## src/rtl/core/assert_macros.svh

```systemverilog
// ----------------------------------------------------------------------------
// assert_macros.svh
// assertion helpers, sampled on clk_i, masked while rst_ni is low
// ----------------------------------------------------------------------------
`ifndef ASSERT_MACROS_SVH
`define ASSERT_MACROS_SVH

// property checked at every edge out of reset
`define LRUPR_ASSERT(lbl, prop, msg) \
  lbl: assert property (@(posedge clk_i) disable iff (!rst_ni) (prop)) else $error(msg);

// implication checked at every edge out of reset
`define LRUPR_ASSERT_IMP(lbl, ante, cons, msg) \
  lbl: assert property (@(posedge clk_i) disable iff (!rst_ni) (ante) |=> (cons)) \
    else $error(msg);

`endif

```

## src/rtl/core/lrupr_pkg.sv

```systemverilog
// ----------------------------------------------------------------------------
// lrupr_pkg
// shared constants and types of the lru page replacement block
// ----------------------------------------------------------------------------
package lrupr_pkg;

  localparam int MAX_FRAMES = 16;
  localparam int PAGE_BITS  = 16;
  localparam int PAGE_W     = 16;
  localparam int CNT_W      = 16;
  localparam int CFG_W      = 5;
  localparam int FILL_W     = $clog2(MAX_FRAMES + 1);

  localparam logic [CFG_W-1:0] CFG_RESET = CFG_W'(10);
  localparam logic [CNT_W-1:0] CNT_MAX   = {CNT_W{1'b1}};

  typedef logic [PAGE_BITS-1:0] page_t;

  typedef struct packed {
    logic upd;
    logic hit_any;
    logic evict;
    logic below_last;
    logic is_last;
    logic is_free;
  } cell_ctl_t;

endpackage

```

## src/rtl/core/lrupr_in_if.sv

```systemverilog
// ----------------------------------------------------------------------------
// lrupr_in_if
// reference channel: one page number per item
// ----------------------------------------------------------------------------
interface lrupr_in_if;
  logic                      valid;
  logic                      ready;
  logic [lrupr_pkg::PAGE_W-1:0] page;

  modport source (output valid, output page, input ready);
  modport sink   (input valid, input page, output ready);
endinterface

```

## src/rtl/core/lrupr_out_if.sv

```systemverilog
// ----------------------------------------------------------------------------
// lrupr_out_if
// result channel: hit flag, eviction and running hit count per item
// ----------------------------------------------------------------------------
interface lrupr_out_if;
  logic                         valid;
  logic                         ready;
  logic                         hit;
  logic                         evict_valid;
  logic [lrupr_pkg::PAGE_W-1:0] evicted_page;
  logic [lrupr_pkg::CNT_W-1:0]  hit_total;

  modport source (output valid, output hit, output evict_valid, output evicted_page,
                  output hit_total, input ready);
  modport sink   (input valid, input hit, input evict_valid, input evicted_page,
                  input hit_total, output ready);
endinterface

```

## src/rtl/core/lru_page_replacement.sv

```systemverilog
// ----------------------------------------------------------------------------
// lru_page_replacement
// fully associative lru replacement over a programmable number of frames
// ----------------------------------------------------------------------------
// Takes one page reference per cycle and registers one result item per reference
// for the next cycle; the block keeps accepting while the result is taken in the
// same cycle. The recency stack is a row of cells, least recent in cell 0: all
// cells compare the page at once, a match flag ripples up the row, and each cell
// from the match up (or every cell on an eviction) takes its upper neighbor's
// page in the same edge while the top occupied cell, or on a fill the first free
// cell, loads the new page. The user must write active_frames via cfg_we_i only
// while idle (unenforced); zero acts as one, values above the frame count saturate.
module lru_page_replacement (
  input  logic                          clk_i,
  input  logic                          rst_ni,
  input  logic                          cfg_we_i,
  input  logic [lrupr_pkg::CFG_W-1:0]   cfg_data_i,
  lrupr_in_if.sink                      in_i,
  lrupr_out_if.source                   out_o
);

`include "assert_macros.svh"

  localparam int N = lrupr_pkg::MAX_FRAMES;

  logic [lrupr_pkg::CFG_W-1:0]  active_q;
  logic [lrupr_pkg::FILL_W-1:0] filled_q, filled_d, lim;
  logic [lrupr_pkg::CNT_W-1:0]  hit_cnt_q, hit_cnt_d;
  logic                         out_valid_q;
  logic                         hit_q, evict_q;
  logic [lrupr_pkg::PAGE_W-1:0] evicted_q;

  lrupr_pkg::page_t     page;
  lrupr_pkg::page_t     entry [N];
  lrupr_pkg::cell_ctl_t ctl   [N];
  logic [N-1:0]         match;
  logic [N:0]           seen;
  logic                 accept, hit_any, evict;

  assign in_i.ready = !out_valid_q || out_o.ready;
  assign accept     = in_i.valid && in_i.ready;
  assign page       = lrupr_pkg::PAGE_BITS'(in_i.page);
  assign hit_any    = |match;
  assign seen[0]    = 1'b0;

  always_comb begin
    if (active_q == '0) begin
      lim = lrupr_pkg::FILL_W'(1);
    end else if (32'(active_q) > N) begin
      lim = lrupr_pkg::FILL_W'(N);
    end else begin
      lim = lrupr_pkg::FILL_W'(active_q);
    end
  end

  assign evict = !hit_any && (filled_q >= lim);

  for (genvar k = 0; k < N; k++) begin : g_cell
    always_comb begin
      ctl[k].upd        = accept;
      ctl[k].hit_any    = hit_any;
      ctl[k].evict      = evict;
      ctl[k].below_last = lrupr_pkg::FILL_W'(k + 1) < filled_q;
      ctl[k].is_last    = lrupr_pkg::FILL_W'(k + 1) == filled_q;
      ctl[k].is_free    = lrupr_pkg::FILL_W'(k) == filled_q;
    end

    lrupr_cell u_cell (
      .clk_i        (clk_i),
      .ctl_i        (ctl[k]),
      .occupied_i   (lrupr_pkg::FILL_W'(k) < filled_q),
      .page_i       (page),
      .next_entry_i (entry[(k + 1 < N) ? k + 1 : k]),
      .seen_i       (seen[k]),
      .match_o      (match[k]),
      .seen_o       (seen[k+1]),
      .entry_o      (entry[k])
    );
  end

  always_comb begin
    filled_d  = filled_q;
    hit_cnt_d = hit_cnt_q;
    if (accept) begin
      if (hit_any) begin
        if (hit_cnt_q != lrupr_pkg::CNT_MAX) begin
          hit_cnt_d = hit_cnt_q + 1'b1;
        end
      end else if (!evict) begin
        filled_d = filled_q + 1'b1;
      end
    end
  end

  always_ff @(posedge clk_i or negedge rst_ni) begin
    if (!rst_ni) begin
      active_q    <= lrupr_pkg::CFG_RESET;
      filled_q    <= '0;
      hit_cnt_q   <= '0;
      out_valid_q <= 1'b0;
    end else begin
      if (cfg_we_i) begin
        active_q <= cfg_data_i;
      end
      filled_q  <= filled_d;
      hit_cnt_q <= hit_cnt_d;
      if (accept) begin
        out_valid_q <= 1'b1;
      end else if (out_o.ready) begin
        out_valid_q <= 1'b0;
      end
    end
  end

  always_ff @(posedge clk_i) begin
    if (accept) begin
      hit_q     <= hit_any;
      evict_q   <= evict;
      evicted_q <= evict ? lrupr_pkg::PAGE_W'(entry[0]) : '0;
    end
  end

  assign out_o.valid        = out_valid_q;
  assign out_o.hit          = hit_q;
  assign out_o.evict_valid  = evict_q;
  assign out_o.evicted_page = evicted_q;
  assign out_o.hit_total    = hit_cnt_q;

  // resident pages are unique
  `LRUPR_ASSERT(a_one_match, $onehot0(match), "page resident in more than one frame")
  `LRUPR_ASSERT(a_fill_bound, 32'(filled_q) <= N, "resident count beyond frame count")
  `LRUPR_ASSERT_IMP(a_evict_keeps_fill, accept && evict, filled_q == $past(filled_q),
                    "eviction changed resident count")
  `LRUPR_ASSERT_IMP(a_fill_grows, accept && !hit_any && !evict,
                    filled_q == $past(filled_q) + 1'b1, "free frame fill did not count")

endmodule

```

## src/rtl/core/lrupr_cell.sv

```systemverilog
// ----------------------------------------------------------------------------
// lrupr_cell
// one slot of the recency stack: compares, shifts down or loads the new page
// ----------------------------------------------------------------------------
module lrupr_cell (
  input  logic                 clk_i,
  input  lrupr_pkg::cell_ctl_t ctl_i,
  input  logic                 occupied_i,
  input  lrupr_pkg::page_t     page_i,
  input  lrupr_pkg::page_t     next_entry_i,
  input  logic                 seen_i,
  output logic                 match_o,
  output logic                 seen_o,
  output lrupr_pkg::page_t     entry_o
);

  lrupr_pkg::page_t entry_q, entry_d;
  logic             shift, load;

  assign match_o = occupied_i && (entry_q == page_i);
  assign seen_o  = seen_i || match_o;
  assign entry_o = entry_q;

  always_comb begin
    shift = ctl_i.upd && ctl_i.below_last && (ctl_i.evict || (ctl_i.hit_any && seen_o));
    load  = ctl_i.upd && (((ctl_i.hit_any || ctl_i.evict) && ctl_i.is_last) ||
                          (!ctl_i.hit_any && !ctl_i.evict && ctl_i.is_free));
    entry_d = entry_q;
    if (shift) begin
      entry_d = next_entry_i;
    end else if (load) begin
      entry_d = page_i;
    end
  end

  always_ff @(posedge clk_i) begin
    entry_q <= entry_d;
  end

endmodule

```

## src/flat_wrapper.sv

```systemverilog
// flat-port wrapper written by rule: the top's interface ports become plain ports
module lru_page_replacement_flat 
  (clk_i, rst_ni, cfg_we_i, cfg_data_i, in_i_valid, in_i_page, in_i_ready, out_o_valid, out_o_hit, out_o_evict_valid, out_o_evicted_page, out_o_hit_total, out_o_ready);
  lrupr_in_if in_i_i ();
  lrupr_out_if out_o_i ();
  input  logic clk_i;
  input  logic rst_ni;
  input  logic cfg_we_i;
  input  logic [lrupr_pkg::CFG_W-1:0] cfg_data_i;
  input wire logic [$bits(in_i_i.valid)-1:0] in_i_valid;
  input wire logic [$bits(in_i_i.page)-1:0] in_i_page;
  output wire logic [$bits(in_i_i.ready)-1:0] in_i_ready;
  output wire logic [$bits(out_o_i.valid)-1:0] out_o_valid;
  output wire logic [$bits(out_o_i.hit)-1:0] out_o_hit;
  output wire logic [$bits(out_o_i.evict_valid)-1:0] out_o_evict_valid;
  output wire logic [$bits(out_o_i.evicted_page)-1:0] out_o_evicted_page;
  output wire logic [$bits(out_o_i.hit_total)-1:0] out_o_hit_total;
  input wire logic [$bits(out_o_i.ready)-1:0] out_o_ready;
  assign in_i_i.valid = in_i_valid;
  assign in_i_i.page = in_i_page;
  assign in_i_ready = in_i_i.ready;
  assign out_o_valid = out_o_i.valid;
  assign out_o_hit = out_o_i.hit;
  assign out_o_evict_valid = out_o_i.evict_valid;
  assign out_o_evicted_page = out_o_i.evicted_page;
  assign out_o_hit_total = out_o_i.hit_total;
  assign out_o_i.ready = out_o_ready;
  lru_page_replacement u_core (.clk_i(clk_i), .rst_ni(rst_ni), .cfg_we_i(cfg_we_i), .cfg_data_i(cfg_data_i), .in_i(in_i_i), .out_o(out_o_i));
endmodule
```

## config.mk

```make
export PLATFORM = sky130hd
export DESIGN_NAME = lru_page_replacement_flat
export DESIGN_NICKNAME = d
export VERILOG_FILES = /design/src/rtl/core/lrupr_pkg.sv /design/src/rtl/core/lrupr_in_if.sv /design/src/rtl/core/lrupr_out_if.sv /design/src/rtl/core/lru_page_replacement.sv /design/src/rtl/core/lrupr_cell.sv /design/src/flat_wrapper.sv
export VERILOG_INCLUDE_DIRS = /design/src /design/src/rtl/core
export SDC_FILE = /design/constraint.sdc
export NUM_CORES = 1
export LEC_CHECK = 0
export CORE_MARGIN = 5
export CORE_UTILIZATION = 45
export DETAILED_ROUTE_END_ITERATION = 12
export DONT_BUFFER_PORTS = 1
export PLACE_DENSITY_LB_ADDON = 0.12
export SYNTH_ARGS = -nofsm -noshare
export SYNTH_HDL_FRONTEND = slang
export SYNTH_SLANG_ARGS = --single-unit
```

## constraint.sdc

```tcl
create_clock -name clk_i -period 6.7 [get_ports clk_i]
set_clock_uncertainty 0.2 [all_clocks]
set_input_delay 0.67 -clock clk_i [delete_from_list [all_inputs] [get_ports clk_i]]
set_output_delay 0.67 -clock clk_i [all_outputs]
set_load 0.01 [all_outputs]
```

==> out/results.txt, run 1 <==
Status -> finished clean
Distinct cells, synth -> 69
Worst Setup SP -> u_core.filled_q[4]
Port bufs -> 0
Clock sinks -> 301
Cts hold-fix bufs -> 2
Lkg Pwr -> 6.07 nW
Root buf cell -> clkbuf_16
Pwr Density -> 340 nW/um^2
Syn_nets -> 1254
DRC errors left -> 0
Number of global-route vias before repair -> 9570
# Max-Cap Violations -> 0
H-tree depth -> 2
Most frequent cell after synthesis -> edfxtp_1
Placer's final routability congestion estimate -> 0.853
Grt peak-use layer -> met2
Layout Nets -> 1204
Post-Syn Area -> 16700 um^2
Chip width -> 202 um
Hold Fails Final Rpt -> 0
Die height -> 202 um
Starting DRT DRC Count -> 726
Clock buffer depth -> 3
Setup TNS -> 0 ps
Post-Syn Instances -> 1219
Tmin final -> 5160 ps
# rows -> 70
Max VDD drop -> 0.163 mV
Syn Area/Cell -> 13.7 um^2
Crit end category -> flop
Share of post-route cells with drive strength above 1 -> 26.9%
Ports -> 62
Warnings from Yosys -> 0
Crit path arrival time -> 5000 ps
Post-detail-place hpwl -> 25900 um
Worst-Margin Slew -> 1040 ps
Core ar. -> 36600 um^2
Min-delay worst type -> in -> reg
Peak Freq -> 0.194 GHz
RSZ-0062 raised after global routing -> no
Overflow after GRT -> 0
Critical-path cell list -> or2_1, nor3_2, nor4_1, o2bb2ai_2, nor4_4, nand3_4, o21ai_2, buf_4, a211o_1, nand3_1
Hold Slack -> 57.9 ps
Post-synthesis sequential area ratio -> 53.4%
Startpoint class of the critical path -> flop
Layout area overhead -> 7.36%
Initial core utilization -> 45.5%
Post-synth top cells -> edfxtp_1, mux2_2, xor2_1
Worst rel slew slack -> 30.8%
DRT Wirelength -> 39200 um
R2R Path End -> u_core.g_cell[10].u_cell.entry_o[0]
Post-synth EDFFs -> 274
CTS-repair resized insts -> 0
Final Total Pwr -> 6.09 mW
Largest net degree at the start of global routing -> 33
Main synth FF type -> edfxtp_1
WL per Instance -> 23.6 um
Leading area contributor after synthesis -> edfxtp_1
Die Area -> 41000 um^2
Gr usage total -> 19.1%
Setup CP Type -> reg -> reg
Main area contributors after synthesis -> edfxtp_1, mux2_2, xor2_1
DRT Pass-1 Iters -> 5
# diodes -> 0
Critical path peak fanout -> 22
#FFs+latches synth -> 301
Vias per inst -> 5.56
Global Route met2 Usage -> 30.1%
R2R cell count -> 10
Total vias in the final route -> 9249
R2r startpoint -> u_core.filled_q[4]
Slowest CP cell -> nand3_1
Clk Latency, worst-skew pair -> 510 ps
Area share of the largest cell type after synthesis -> 49.4%
GRT met1 Usage -> 27.0%
Worst EP required -> 6540 ps
Crit path to -> u_core.g_cell[10].u_cell.entry_o[0]
Final Max Slew Viols -> 0
Asr flop ratio synth -> 8.97%
First-pass GRT wire length -> 60300 um
Critical Path Max Stage Delay -> 730 ps
Final Cycle Share -> 76.9%
Post-DRT Antenna Nets -> 0
Reg2Reg Setup Slack -> 1540 ps
Clock transition at path regs -> 60 ps
Initial antenna violation count -> 0
Setup-failing EPs final -> 0
GR Util met3 -> 4.15%
CTS tree -> built
Inserted Clock Buffers -> 35
Post-CTS Setup Inserts -> 0
Filler cells -> 3217
[sequential cells by signal (all words and copies together), names as in the netlist]
| register | flops |
|---|---|
| u_core.active_q | 5 |
| u_core.filled_q | 5 |
| u_core.g_cell.u_cell.entry_o | 256 |
| u_core.out_o.evict_valid | 1 |
| u_core.out_o.evicted_page | 16 |
| u_core.out_o.hit | 1 |
| u_core.out_o.hit_total | 16 |
| u_core.out_o.valid | 1 |
[how the worst min path moves through the flow]
stage	from	end	slack, ps	cells after the start
finish	in_i_page[0]	u_core.g_cell[15].u_cell.entry_o[0]	60	0
global route	in_i_page[0]	u_core.g_cell[15].u_cell.entry_o[0]	30	0
floorplan	rst_ni	u_core.active_q[0]	170	0
detailed placement	rst_ni	u_core.out_o.hit_total[3]	180	0
global placement	rst_ni	u_core.out_o.hit_total[5]	180	0
CTS	in_i_page[0]	u_core.g_cell[15].u_cell.entry_o[0]	30	0
[metal layers]
metal	wire length, um	vias to the layer above
met4	762	0
met3	2450	56
met2	18000	221
li1	-	4365
met5	0	-
met1	18100	4607
[kinds of logic after synthesis]
kind of cell / after synthesis / synth area share, %
buffers and inverters: 103 / 3.53
adder cells (fa/ha/maj): 9 / 0.676
AND/OR/NAND/NOR: 235 / 8.42
flip-flops: 301 / 53.4
AO/OA/AOI/OAI: 48 / 2.57
multiplexers: 248 / 16.9
XOR/XNOR: 275 / 14.4
[cell type report]
cell class	count	area (um^2)	area share [%]
clock buffers	43	958	5.36
repair buffers	11	97.6	0.545
flip-flops and latches	301	8910	49.8
well taps	468	586	3.27
multi-input cells	815	7190	40.2
clock inverters	19	136	0.762
inverters	5	18.8	0.105
[placed cells by master (no fill, tap or decap), types with 4 or more instances in the layout]
master	n
edfxtp_1	274
mux2_2	217
xor2_1	186
xnor2_1	89
nor4_1	41
clkbuf_16	37
nand2_1	33
nand4_1	29
nand3_1	29
dfrtp_1	25
nor2_1	24
and2_1	19
mux2_1	19
nor3_1	13
clkinv_1	11
mux2_4	9
ha_1	9
buf_4	9
nand2b_1	7
and3_1	6
inv_1	5
nor2b_1	5
o21ai_0	5
clkbuf_1	5
a21o_1	4
or2_2	4
nor3_4	4
clkinv_2	4
[power breakdown]
| part | total [mW] | internal, mW | switching [mW] |
|---|---|---|---|
| Sequential | 2.87 | 2.54 | 0.322 |
| Clock | 1.83 | 1.09 | 0.737 |
| Combinational | 1.39 | 0.630 | 0.765 |
| Total | 6.09 | 4.26 | 1.82 |
[worst max-delay path, delay by kind of cell, from the launching register on]
| family | cells | cell delay [ps] |
|---|---|---|
| buffers and inverters | 1 | 310 |
| and+or+nand+nor | 6 | 2230 |
| AOI/OAI and AO/OA | 3 | 1200 |
| DFF | 1 | 710 |
[metrics by stage]
stage | instances | area [um^2] | worst slack (ps) | util [%]
finish | 1662 | 17900 | 1540 | 48.9
global route | 1662 | 17900 | 1200 | 48.9
CTS | 1662 | 17900 | 1500 | 48.9
detailed placement | 1598 | 16800 | 1530 | 45.8
global placement | 1598 | 16800 | 1690 | 45.8
floorplan | 1219 | 16700 | 1850 | -
Power figures use the tool's default switching activity.
==> inputs of run 2 (changes only) <==
clock period = 4.93 ns   (was 6.7 ns; I/O delays follow)
==> run 2 against run 1 <==
Against the previous run: cell count grew 3.3%; via count is 7.4% higher; critical path type unchanged; count of clock-buffer cells in the layout rose by 6; sequential share of layout area shrank 1.4 points; global-route usage rose by 3.2 points; sequential cell count is the same; total power rose by 39%; fmax increased by 12%; design area up 2.9%; utilization grew 1.4 points; first-iteration DRC count rose by 16%; sequential power up 34%.
==> out/results.txt, run 2 (synthesized netlist as in run 1, its figures left out) <==
Inserted Clock Buffers -> 36 (+2.9%)
DRC errors left -> 0 (unchanged)
Worst rel slew slack -> 36.4% (+5.6 points)
Final Total Pwr -> 8.48 mW (+39%)
DRT Wirelength -> 46900 um (+20%)
Overflow after GRT -> 0 (unchanged)
Ports -> 62 (unchanged)
Most common cell after layout, fill and taps aside -> edfxtp_1
# Max-Cap Violations -> 0 (unchanged)
Tmin final -> 4610 ps (-540 ps)
H-tree depth -> 2 (unchanged)
Critical Path Max Stage Delay -> 700 ps (-30 ps)
Worst EP required -> 4930 ps (-1610 ps)
Largest net degree at the start of global routing -> 31 (-6.1%)
Clock buffer depth -> 3 (unchanged)
Core ar. -> 36600 um^2 (unchanged)
CTS tree -> built
Root buf cell -> clkbuf_16
WL per Instance -> 27.3 um (+16%)
Hold Slack -> 13.8 ps (-44.2 ps)
Initial core utilization -> 45.5% (unchanged)
Slowest CP cell -> o21a_1
Total vias in the final route -> 9929 (+7.4%)
Status -> finished clean
Initial antenna violation count -> 4 (+4)
DRT Pass-1 Iters -> 5 (unchanged)
Number of global-route vias before repair -> 9994 (+4.4%)
Die height -> 202 um (unchanged)
Crit path arrival time -> 4620 ps (-380 ps)
Worst-Margin Slew -> 951 ps (-85.3 ps)
Clock sinks -> 301 (unchanged)
Pwr Density -> 461 nW/um^2 (+35%)
Critical-path cell list -> or2_1, nor3_2, nor4_1, o2bb2ai_2, nor4_4, nand3_4, o21a_1, o211ai_2, nand3_1, buf_4
Placer's final routability congestion estimate -> 0.972 (+14%)
Clock transition at path regs -> 60 ps (about the same)
Layout area overhead -> 10.5%
Commonest cells after routing, fill and taps aside -> edfxtp_1, mux2_2, xor2_1, xnor2_1, nor4_1
Final Max Slew Viols -> 0 (unchanged)
Hold Crit Depth -> 1 (+1)
# rows -> 70 (unchanged)
Setup-failing EPs final -> 0 (unchanged)
Post-DRT Antenna Nets -> 0 (unchanged)
Die Area -> 41000 um^2 (unchanged)
Max VDD drop -> 0.286 mV (+76%)
Dpl cells -> 1616 (+1.1%)
R2R cell count -> 10 (unchanged)
Starting DRT DRC Count -> 840 (+16%)
Peak Freq -> 0.217 GHz (+12%)
Layout Nets -> 1260 (+4.7%)
Lkg Pwr -> 6.32 nW (+4.2%)
Chip width -> 202 um (unchanged)
Startpoint class of the critical path -> flop
Min-delay worst type -> in -> reg
Post-detail-place hpwl -> 26300 um (+1.3%)
Share of post-route cells with drive strength above 1 -> 27.2% (+0.28 points)
Vias per inst -> 5.78 (+3.9%)
Clk Latency, worst-skew pair -> 520 ps (about the same)
Post-CTS Setup Inserts -> 0 (unchanged)
Gr usage total -> 22.2% (+3.2 points)
Final Cycle Share -> 93.6% (+17 points)
Hold Fails Final Rpt -> 0 (unchanged)
Critical path peak fanout -> 17 (-23%)
Port bufs -> 0 (unchanged)
Crit end category -> flop
Largest register FFs -> 256 (unchanged)
RSZ-0062 raised after global routing -> no
Setup CP Type -> reg -> reg
Setup TNS -> 0 ps (unchanged)
Post-layout util -> 50.3% (+1.4 points)
Non-Filler Instances -> 1717 (+3.3%)
First-pass GRT wire length -> 67900 um (+12%)
## run 2: repair_timing
item | CTS | global route
endpoints found under the hold margin | 152 | 6
gates resized for setup | 0 | 0
hold buffers | 34 | 5
setup endpoints to repair | 0 | 0
## run 2: worst paths after layout
kind	to	startpoint	slack, ps
worst max-delay path	u_core.g_cell[13].u_cell.entry_o[13]	u_core.filled_q[4]	320
worst min-delay path	u_core.g_cell[14].u_cell.entry_o[8]	in_i_page[8]	10
worst max register to register	u_core.g_cell[13].u_cell.entry_o[13]	u_core.filled_q[4]	320
worst min register to register	u_core.active_q[0]	u_core.active_q[0]	330
max in group asynchronous	u_core.active_q[3]	rst_ni	4080
min in group asynchronous	u_core.out_o.hit_total[6]	rst_ni	210
## run 2: area by class of cell
class	instances	area (um^2)
Sequential cell	301	8910
Antenna cell	1	2.50
Inverter	5	18.8
Tap cell	468	586
Timing Repair Buffer	66	603
Multi-Input combinational cell	815	7190
Clock buffer	49	1000
Fill cell	3181	18200
Clock inverter	12	105
## run 2: power breakdown
part | leakage, nW | internal, mW | switching [mW]
registers | 2.86 | 3.45 | 0.398
logic | 2.93 | 0.930 | 1.18
clock network | 0.538 | 1.52 | 1.00
## run 2: per-layer routing
metal / track usage (%) / part of all wire, % / vias to the layer above
li1: - / - / 4468
met1: 32.1 / 46 / 5032
met2: 34.4 / 45 / 351
met3: 4.60 / 6.3 / 74
met4: 6.13 / 2.7 / 4
met5: 0 / 0.055 / -
## run 2: critical path, delay by kind of cell, from the launching register on
family	cells	cell delay, ps
buffers and inverters	1	270
AND/OR/NAND/NOR	6	1570
AO/OA/AOI/OAI	3	1550
flip-flops	1	690
## run 2: stage by stage
| step | setup slack (ps) | area [um^2] |
|---|---|---|
| after global placement | 518 | 16900 |
| after detailed placement | 435 | 16900 |
| after CTS | 409 | 18400 |
| after global routing | 157 | 18400 |
| after floorplan | 259 | 16700 |
| final | 315 | 18400 |
